## config.mk

```make
export PLATFORM = sky130hd
export DESIGN_NAME = umf_ctrl
export DESIGN_NICKNAME = d
export VERILOG_FILES = /design/src/sv/umf_pkg.sv /design/src/sv/umf_ctrl.sv
export SDC_FILE = /design/constraint.sdc
export NUM_CORES = 1
export LEC_CHECK = 0
export BUFFER_PORTS_ARGS = -buffer_cell sky130_fd_sc_hd__buf_2
export CAP_MARGIN = 40
export CORE_MARGIN = 2
export CORE_UTILIZATION = 45
export CTS_BUF_LIST = sky130_fd_sc_hd__clkbuf_8
export DETAILED_ROUTE_END_ITERATION = 12
export PLACE_DENSITY = 0.76
export SLEW_MARGIN = 20
export SYNTH_ARGS = -nofsm -noshare
export SYNTH_HDL_FRONTEND = slang
export SYNTH_SLANG_ARGS = --single-unit
```

## constraint.sdc

```tcl
create_clock -name i_clk -period 2.7 [get_ports i_clk]
set_input_delay 0.27 -clock i_clk [delete_from_list [all_inputs] [get_ports i_clk]]
set_output_delay 0.27 -clock i_clk [all_outputs]
set_load 0.05 [all_outputs]
```

## src/sv/umf_pkg.sv

```systemverilog
`timescale 1ns / 1ps
`default_nettype none
package umf_pkg;

    localparam int MAX_WIDTH  = 1024;
    localparam int MAX_HEIGHT = 4096;
    localparam int MAX_RADIUS = 2;
    localparam int ROWS_KEPT  = 8;
    localparam int COL_W      = $clog2(MAX_WIDTH);
    localparam int ROWSEL_W   = $clog2(ROWS_KEPT);
    localparam int ADDR_W     = COL_W + ROWSEL_W;
    localparam int LIN_W      = 23;
    localparam int SUM_W      = 29;
    localparam int CFG_IDX_W  = 3;
    localparam int CFG_DATA_W = 48;

    localparam logic [CFG_IDX_W-1:0] REG_WIDTH  = 3'd0;
    localparam logic [CFG_IDX_W-1:0] REG_HEIGHT = 3'd1;
    localparam logic [CFG_IDX_W-1:0] REG_AMOUNT = 3'd2;
    localparam logic [CFG_IDX_W-1:0] REG_RADIUS = 3'd3;
    localparam logic [CFG_IDX_W-1:0] REG_NEAR   = 3'd4;
    localparam logic [CFG_IDX_W-1:0] REG_FAR    = 3'd5;

    localparam logic OP_PUSH  = 1'b0;
    localparam logic OP_DRAIN = 1'b1;

    typedef struct packed {
        logic       operation;
        logic [7:0] red;
        logic [7:0] green;
        logic [7:0] blue;
        logic [7:0] alpha;
    } t_in_item;

    typedef struct packed {
        logic [7:0] out_red;
        logic [7:0] out_green;
        logic [7:0] out_blue;
        logic [7:0] out_alpha;
        logic       frame_end;
    } t_out_item;

    typedef enum logic [3:0] {
        ST_IDLE,
        ST_ADJUST,
        ST_CALC,
        ST_DECIDE,
        ST_TAPS,
        ST_ACCUM,
        ST_MULT,
        ST_FINISH,
        ST_SEND
    } t_state;

    typedef struct packed {
        logic              load;
        logic              adjust;
        logic              calc;
        logic              decide;
        logic              issue;
        logic signed [2:0] dy;
        logic signed [2:0] dx;
        logic              mult;
        logic              finish;
    } t_ctl_cmd;

    typedef struct packed {
        logic       emit;
        logic [1:0] radius;
    } t_dp_status;

endpackage
`default_nettype wire

```

## src/sv/umf_ctrl.sv

```systemverilog
`timescale 1ns / 1ps
`default_nettype none
module umf_ctrl
    import umf_pkg::*;
(
    input  wire logic       i_clk,
    input  wire logic       i_rst_n,
    input  wire logic       i_in_valid,
    output logic            o_in_ready,
    output logic            o_out_valid,
    input  wire logic       i_out_ready,
    input  wire t_dp_status i_status,
    output t_ctl_cmd        o_cmd
);

    t_state            r_state, n_state;
    logic signed [2:0] r_dy, n_dy, r_dx, n_dx;
    logic signed [2:0] rad_s;
    logic              last_tap;

    assign rad_s    = $signed({1'b0, i_status.radius});
    assign last_tap = (r_dx == rad_s) && (r_dy == rad_s);

    always_ff @(posedge i_clk) begin
        if (!i_rst_n) begin
            r_state <= ST_IDLE;
            r_dy    <= '0;
            r_dx    <= '0;
        end else begin
            r_state <= n_state;
            r_dy    <= n_dy;
            r_dx    <= n_dx;
        end
    end

    always_comb begin
        n_state = r_state;
        case (r_state)
            ST_IDLE:   if (i_in_valid) n_state = ST_ADJUST;
            ST_ADJUST: n_state = ST_CALC;
            ST_CALC:   n_state = ST_DECIDE;
            ST_DECIDE: n_state = i_status.emit ? ST_TAPS : ST_IDLE;
            ST_TAPS:   if (last_tap) n_state = ST_ACCUM;
            ST_ACCUM:  n_state = ST_MULT;
            ST_MULT:   n_state = ST_FINISH;
            ST_FINISH: n_state = ST_SEND;
            ST_SEND:   if (i_out_ready) n_state = ST_IDLE;
            default:   n_state = ST_IDLE;
        endcase
    end

    // tap walk over the window, row by row
    always_comb begin
        n_dy = r_dy;
        n_dx = r_dx;
        case (r_state)
            ST_DECIDE: begin
                n_dy = -rad_s;
                n_dx = -rad_s;
            end
            ST_TAPS: begin
                if (r_dx == rad_s) begin
                    n_dx = -rad_s;
                    n_dy = r_dy + 3'sd1;
                end else begin
                    n_dx = r_dx + 3'sd1;
                end
            end
            default: ;
        endcase
    end

    always_comb begin
        o_cmd       = '0;
        o_cmd.dy    = r_dy;
        o_cmd.dx    = r_dx;
        o_in_ready  = 1'b0;
        o_out_valid = 1'b0;
        case (r_state)
            ST_IDLE: begin
                o_in_ready = 1'b1;
                o_cmd.load = i_in_valid;
            end
            ST_ADJUST: o_cmd.adjust = 1'b1;
            ST_CALC:   o_cmd.calc = 1'b1;
            ST_DECIDE: o_cmd.decide = 1'b1;
            ST_TAPS:   o_cmd.issue = 1'b1;
            ST_MULT:   o_cmd.mult = 1'b1;
            ST_FINISH: o_cmd.finish = 1'b1;
            ST_SEND:   o_out_valid = 1'b1;
            default: ;
        endcase
    end

endmodule
`default_nettype wire

```

After elaboration in Yosys (flattened, before gate mapping)
Index checks and enable logic that the tools add are counted.

Bits in registers: 10. Input bits: 7. Output and inout bits: 15. Word-level logic and storage cells: 43.

Add/sub/neg operators: 3. Equality and inequality tests: 14. Mux-type cells: 18. Reductions and logical operators: 5.

Operators by type and width (count): case mux 4 bit (9 select lines) (1); == test 4 x 3 -> 1 bit, second input constant (4); two-way mux 4 bit (3); case mux 3 bit (2 select lines) (2); two-way mux 1 bit (9); two-way mux 3 bit (3); == test 4 x 2 -> 1 bit, second input constant (2); != test 2 bit, second input constant (4); adder 3 x 2 -> 3 bit, second input constant (2); == test 3 bit (2); == test 4 x 1 -> 1 bit, second input constant (1); == test 4 bit, second input constant (1); logical NOT 4 bit (1); negation 2 -> 3 bit (1); AND reduction 3 bit (1); AND reduction 2 bit (1); nonzero test 2 bit (1); logical AND 1 bit (1).

Longest topological paths before layout
Gate-level depths: netlist of the first run.

Depth after elaboration: 4. Gate-level depth with buffers: 7. Depth with buffers taken out: 5.

Worst setup path before layout of the first run
No wires, ideal clock.

Path kind: reg2out. From: register r_state[0]. To: output port o_cmd[12] (netlist name). Data arrival time: 2.545 ns. Data required time: 2.430 ns. Setup slack: -0.115 ns. Stages on the path, launching flop included: 3. Path buffers: 0. Cell sequence: dfxtp_1 > nor4_1 > and2_1.

RTL lines: from (decl) (RTL line umf_ctrl.sv:16) `t_state r_state, n_state;`; from (signal assigned) (RTL line umf_ctrl.sv:30) `r_state <= n_state;`; to (decl) (RTL line umf_ctrl.sv:13) `output t_ctl_cmd o_cmd`.

Worst setup path after layout of the first run
From: register r_state[2]. To: register r_dy[1].

Word-level cells in the longest chain between the ends: 3. Elaborated cells on any way between the ends: 6. Those cells by class: eq/ne (3); mux (1); reduce/logical (2).

Ends and longest elaborated chain: == test 4 x 3 -> 1 bit / == test 4 x 2 -> 1 bit (equally long branches) (RTL line umf_ctrl.sv:56) `case (r_state)`; != test 2 bit (no source line) / nonzero test 2 bit (equally long branches); AND reduction 2 bit (no source line); to (signal assigned) (RTL line umf_ctrl.sv:31) `r_dy <= n_dy;`; to (decl) (RTL line umf_ctrl.sv:17) `logic signed [2:0] r_dy, n_dy, r_dx, n_dx;`.

Several ways; a longest one is shown, not always the timed one. A chain may end at the register's enable or synchronous reset.

==> flow_summary_export.csv, run 1 <==
group,metric,value,unit
floorplan,fp.dieH,42.1,um
clock_tree,cts_hold_buffers,0,
synth,yosys.area.top_type,"dfxtp_1",
synth,synth.top_cell.area_share,0.307,
grt,antenna_found_initial,0,
floorplan,fp.coreArea,0.00133,mm2
timing,skew,2.24,ps
synth,ys_warn_count,0,
timing,worstMarginPinSlew,490,ps
routing,drt_iter0_drc,1,
clock_tree,cts-htree-levels,1,
worst_setup_path,critical_path.top_delay_family,"simple AND/OR/NAND/NOR gates",
clock_tree,cts_buffers,3,
cells_and_area,nFillCells,142,
worst_setup_path,startpoint_type,"flop",
synth,synth_edf_count,0,
placement,dp_hpwl,1.13,mm
floorplan,die_area,0.00177,mm2
routing,drt_first_pass_iters,2,
placement,placed_area,757,um2
routing,vias,634,
worst_setup_path,worstSetupPathType,"reg2reg",
worst_setup_path,crit_slowest_cell,"or4b_1",
worst_setup_path,cp.buffers_inverters,0,
clock_tree,cts.sinks,10,
routing,routedWlPerCell,12.5,um
power,p_leak,0.425,nW
flow_run,max_cap_violations,0,
grt,grtUsageMet1,0.208,
grt,grt_overflow,0,
power,power.total,445,uW
cells_and_area,final_cell_mix,"buf_2 (21), dfxtp_1 (10), nor3_1 (8)",
grt,grt_use_met2,0.291,
timing,setup_viol,0,
floorplan,pin_count,22,
cells_and_area,antennaDiodeCount,0,
synth,syn_nets,89,
synth,syn_inst,79,
grt,grt_pass1_vias,591,
power,vdd_drop_max,0.261,mV
floorplan,start_util,0.490,
cells_and_area,layout.nets,111,
outcome,status,"complete, no violations",
grt,grt_busiest_layer,"met2",
cells_and_area,final_common_cell,"buf_2",
synth,ys_types,33,
clock_tree,clk_pin_slew,50,ps
timing,fmax,479,MHz
synth,ys.flop_type,"dfxtp_1",
worst_setup_path,cp_max_fo,10,
floorplan,rows,13,
grt,grt_pass1_wl,2.37,mm
placement,gp_congestion,0.862,
placement,port_buffers,21,
grt,grt_max_degree,11,
worst_setup_path,worstPathArrival,2200,ps
timing,min_period,2090,ps
routing,drc,0,
timing,hold_viol_final,0,
cells_and_area,fin_area,812,um2
timing,post-route-period-util,0.772,
cells_and_area,fin_cells,115,
clock_tree,clockBufferDepth,2,
synth,synth.cell_area,653,um2
synth,synth_top_cells_by_area,"dfxtp_1 (31%), nor3_1 (6.1%), ha_1 (5.7%)",
clock_tree,cts_tree,"built",
placement,dp.cells,111,
min_path,hold_class,"in2reg",
timing,slew_headroom,0.671,
cells_and_area,area_growth,24.3,%
routing,viasPerCell,5.51,
timing,hold_ws,339,ps
cells_and_area,multi_input_area,418,um2
timing,setup_tns,0,ps
cells_and_area,drive_gt1_frac,0.280,
worst_setup_path,required,2820,ps
grt,grt_usage,0.172,
clock_tree,cts_resized,0,
power,powerDensity,548,mW/mm2
clock_tree,cts_setup_buffers,0,
cells_and_area,final-seq-area,200,um2
timing,rsz0062_at_grt,"no",
routing,drt_wl_total,1.44,mm
clock_tree,clk_latency,230,ps
floorplan,die_w,42.1,um
synth,synth-seq-cells,10,
clock_tree,clock-root-buffer,"clkbuf_8",
worst_setup_path,worstSetupEndpointType,"flop",
synth,syn_area_per_cell,8.27,um2
worst_setup_path,max_stage_delay,660,ps
timing,drv_slew,0,
synth,ys_seq_area_frac,0.307,
synth,synthArstFlopShare,0,
routing,drt.antenna.violating_nets,0,
worst_setup_path,path_cells,"or4b_1 > or4_4 > o221ai_1 > a21oi_1",
grt,met3_usage,0.0388,
cell usage after synthesis (2+ instances only):
| cell type | n |
|---|---|
| xor2_1 | 4 |
| nor4_1 | 2 |
| nor3_1 | 8 |
| nand2_1 | 4 |
| ha_1 | 3 |
| o311a_1 | 2 |
| clkbuf_1 | 2 |
| dfxtp_1 | 10 |
| inv_1 | 4 |
| nand2b_1 | 3 |
| nor2b_1 | 2 |
| o31ai_1 | 2 |
| nor2_1 | 5 |
| a21oi_1 | 7 |
| o21a_1 | 2 |
| and2_1 | 2 |
worst reg2reg max path, stage by stage (launching register included):
cell and delay (ps):
dfxtp_1 470, or4b_1 660, or4_4 610, o221ai_1 180, a21oi_1 50
flip-flops by register name, summed over array words and instances (netlist names):
register / count
r_dy: 3
r_state: 4
r_dx: 3
cells by family after synthesis:
kind of cell | synth area share
xor+xnor | 0.0536
compound gates | 0.213
buf+inv | 0.0632
simple gates | 0.291
mux | 0.0153
fa+ha+maj | 0.0575
flops | 0.307
per-layer routing:
metal  part of all wire  vias to the layer above
li1                   -                      330
met2               0.45                       18
met4              0.013                        0
met3              0.051                        2
met1               0.48                      284
met5                  0                        -
through the flow:
step                      setup WS (ps)  utilization
after CTS                           612        0.609
after global routing                521        0.609
final                               614        0.609
after detailed placement            618        0.568
after global placement              664        0.568
after floorplan                     515            -
final timing paths:
kind,start,endpoint,slack [ps],depth (start not counted)
max,r_state[2]$_SDFFE_PN0P_,r_dy[1]$_SDFFE_PN0P_,610,4
min,i_out_ready,r_state[3]$_SDFFE_PN0P_,340,3
max reg2reg,r_state[2]$_SDFFE_PN0P_,r_dy[1]$_SDFFE_PN0P_,610,4
min reg2reg,r_dy[0]$_SDFFE_PN0P_,r_dy[0]$_SDFFE_PN0P_,530,1
cell type report:
| type | instances | share of cell area |
|---|---|---|
| multi-input cells | 61 | 0.515 |
| well taps | 15 | 0.0231 |
| flip-flops and latches | 10 | 0.247 |
| inverters | 4 | 0.0185 |
| clock buffers | 4 | 0.0678 |
| repair buffers | 21 | 0.129 |
power breakdown:
part	internal, mW	total, mW	switching, mW
clock network	0.128	0.186	0.0575
registers	0.154	0.164	0.00964
logic	0.0285	0.0955	0.0670
total	0.311	0.445	0.134
Note: power is estimated with default switching activity, not from simulation.
==> run 2, diff against run 1 <==
--- a/config.mk
+++ b/config.mk
@@ -5,13 +5,14 @@
 export SDC_FILE = /design/constraint.sdc
 export NUM_CORES = 1
 export LEC_CHECK = 0
+export ABC_AREA = 1
 export BUFFER_PORTS_ARGS = -buffer_cell sky130_fd_sc_hd__buf_2
 export CAP_MARGIN = 40
 export CORE_MARGIN = 2
 export CORE_UTILIZATION = 45
 export CTS_BUF_LIST = sky130_fd_sc_hd__clkbuf_8
 export DETAILED_ROUTE_END_ITERATION = 12
-export PLACE_DENSITY = 0.76
+export PLACE_DENSITY = 0.77
 export SLEW_MARGIN = 20
 export SYNTH_ARGS = -nofsm -noshare
 export SYNTH_HDL_FRONTEND = slang
==> constraint.sdc (replaced) <==
create_clock -name i_clk -period 1.8 [get_ports i_clk]
set_input_delay 0.18 -clock i_clk [delete_from_list [all_inputs] [get_ports i_clk]]
set_output_delay 0.18 -clock i_clk [all_outputs]
set_load 0.05 [all_outputs]
==> run 2 against run 1 <==
Core utilization fell by 0.33 points. Global-route usage is 1.7 points higher. Combinational power increased to 2.6 times the previous value. Die area grew 10%. Critical path depth stayed put.
==> flow_summary_export.csv, run 2 <==
group,metric,value,unit
outcome,status,"complete, no violations",
synth,synth.top_cell.area_share,0.275,
routing,drt_wl_total,1.68,mm
cells_and_area,antennaDiodeCount,0,
clock_tree,clk_pin_slew,50,ps
timing,drv_slew,0,
clock_tree,clockBufferDepth,2,
placement,gp_congestion,0.839,
routing,drc,0,
synth,synth-seq-cells,10,
power,vdd_drop_max,0.523,mV
clock_tree,clk_latency,240,ps
floorplan,start_util,0.483,
grt,grt_overflow,0,
synth,yosys.area.top_type,"dfxtp_1",
synth,syn_inst,111,
worst_setup_path,crit_slowest_cell,"dfxtp_1",
floorplan,die_w,44.2,um
timing,min_period,1560,ps
clock_tree,cts_hold_buffers,0,
placement,port_buffers,21,
routing,vias,793,
synth,synth_edf_count,0,
cells_and_area,final_common_cell,"nand2_1",
flow_run,max_cap_violations,0,
routing,viasPerCell,5.22,
clock_tree,cts_resized,0,
synth,syn_area_per_cell,6.55,um2
grt,grt_pass1_wl,2.68,mm
routing,drt_iter0_drc,22,
grt,grtUsageMet1,0.236,
cells_and_area,final_cell_mix,"nand2_1 (25), buf_2 (21), inv_1 (17)",
routing,drt_first_pass_iters,4,
synth,ys_types,22,
floorplan,die_area,0.00195,mm2
timing,setup_viol,0,
grt,grt_pass1_vias,640,
synth,ys_seq_area_frac,0.275,
synth,ys.flop_type,"dfxtp_1",
cells_and_area,layout.nets,147,
grt,grt_usage,0.189,
clock_tree,cts_setup_buffers,0,
timing,post-route-period-util,0.868,
cells_and_area,fin_util,0.605,
clock_tree,cts-htree-levels,1,
clock_tree,clock-root-buffer,"clkbuf_8",
clock_tree,cts_buffers,3,
timing,slew_headroom,0.800,
cells_and_area,top_regs,"r_state x4, r_dx x3, r_dy x3",
floorplan,pin_count,22,
placement,dp_hpwl,1.27,mm
worst_setup_path,max_stage_delay,390,ps
worst_setup_path,path_cells,"nor2_2 > inv_1 > nor3_1 > buf_2",
grt,antenna_found_initial,0,
synth,synth_top_cells_by_area,"dfxtp_1 (28%), nand2_1 (13%), inv_1 (8.8%)",
grt,met3_usage,0.0490,
worst_setup_path,worstSetupPathType,"reg2out",
synth,synthArstFlopShare,0,
grt,grt_use_met2,0.294,
floorplan,rows,14,
power,powerDensity,867,mW/mm2
worst_setup_path,worstPathArrival,1380,ps
synth,syn_nets,121,
routing,routedWlPerCell,11.1,um
timing,worstMarginPinSlew,299,ps
cells_and_area,area_growth,25.5,%
power,p_leak,0.537,nW
clock_tree,cts_tree,"built",
floorplan,fp.coreArea,0.00151,mm2
worst_setup_path,cp_max_fo,6,
timing,rsz0062_at_grt,"no",
power,power.total,791,uW
timing,hold_viol_final,0,
grt,grt_busiest_layer,"met2",
synth,synth.most_common_cell,"nand2_1",
grt,grt_max_degree,9,
cells_and_area,regMostFlops,"r_state",
cells_and_area,drive_gt1_frac,0.301,
clock_tree,cts.sinks,10,
routing,drt.antenna.violating_nets,0,
worst_setup_path,worstSetupEndpointType,"output port",
synth,synth.cell_area,727,um2
cells_and_area,fin_cells,152,
min_path,hold_class,"in2reg",
synth,synth_common_cells,"nand2_1 (25), inv_1 (17), nand3_1 (11)",
timing,fmax,640,MHz
synth,ys_warn_count,0,
worst_setup_path,required,1620,ps
cells_and_area,largest_reg_flops,4,
placement,dp.cells,148,
timing,skew,2.42,ps
floorplan,fp.dieH,44.2,um
worst_setup_path,startpoint_type,"flop",
-- run 2: layout make-up --
| class | count | area (um2) |
|---|---|---|
| fill | 143 | 594 |
| multi-input combinational | 79 | 449 |
| sequential | 10 | 200 |
| timing repair buffer | 21 | 105 |
| inverter | 22 | 82.6 |
| clock buffer | 4 | 55.1 |
| tap | 16 | 20.0 |
-- run 2: path summary, 6_finish.rpt --
kind | start | end | slack, ps | depth (start not counted)
hold reg to reg | r_state[3]$_SDFFE_PN0P_ | r_state[1]$_SDFFE_PN0P_ | 500 | 1
hold / removal | i_status[2] | r_state[2]$_SDFFE_PN0P_ | 200 | 3
setup / recovery | r_state[2]$_SDFFE_PN0P_ | o_cmd[11] | 240 | 4
setup reg to reg | r_state[0]$_SDFFE_PN0P_ | r_dx[2]$_SDFFE_PN0P_ | 550 | 8
-- run 2: kinds of logic after synthesis --
logic type	after synthesis	share of synthesized area
buf+inv	22	0.114
simple gates	62	0.448
xor+xnor	3	0.0362
compound gates	11	0.0757
flops	10	0.275
fa+ha+maj	3	0.0516
-- run 2: through the flow --
step           setup slack [ps]  hold slack [ps]  cell area [um2]  setup TNS, ps
2_1_floorplan             -33.9              300              732          -99.3
6_report                    237              195              912              0
5_1_grt                     155              204              912              0
3_5_place_dp                520              457              857              0
4_1_cts                     259              203              912              0
3_3_place_gp                539              438              857              0
-- run 2: metal layers --
metal  part of all wire  wire length (um)
met1               0.43               726
met2               0.49               816
met3              0.065               109
met4              0.017                28
met5                  0                 0
-- run 2: worst max-delay path: cells and delay by family, from the launching register on --
| family | cells | cell delay (ps) |
|---|---|---|
| AND/OR/NAND/NOR | 2 | 340 |
| flip-flops | 1 | 390 |
| buffers and inverters | 2 | 410 |
-- run 2: power by group --
group / switching, mW / internal [mW] / total [mW]
sequential: 0.0222 / 0.237 / 0.259
clock: 0.0929 / 0.193 / 0.286
combinational: 0.180 / 0.0661 / 0.246
total: 0.295 / 0.495 / 0.791
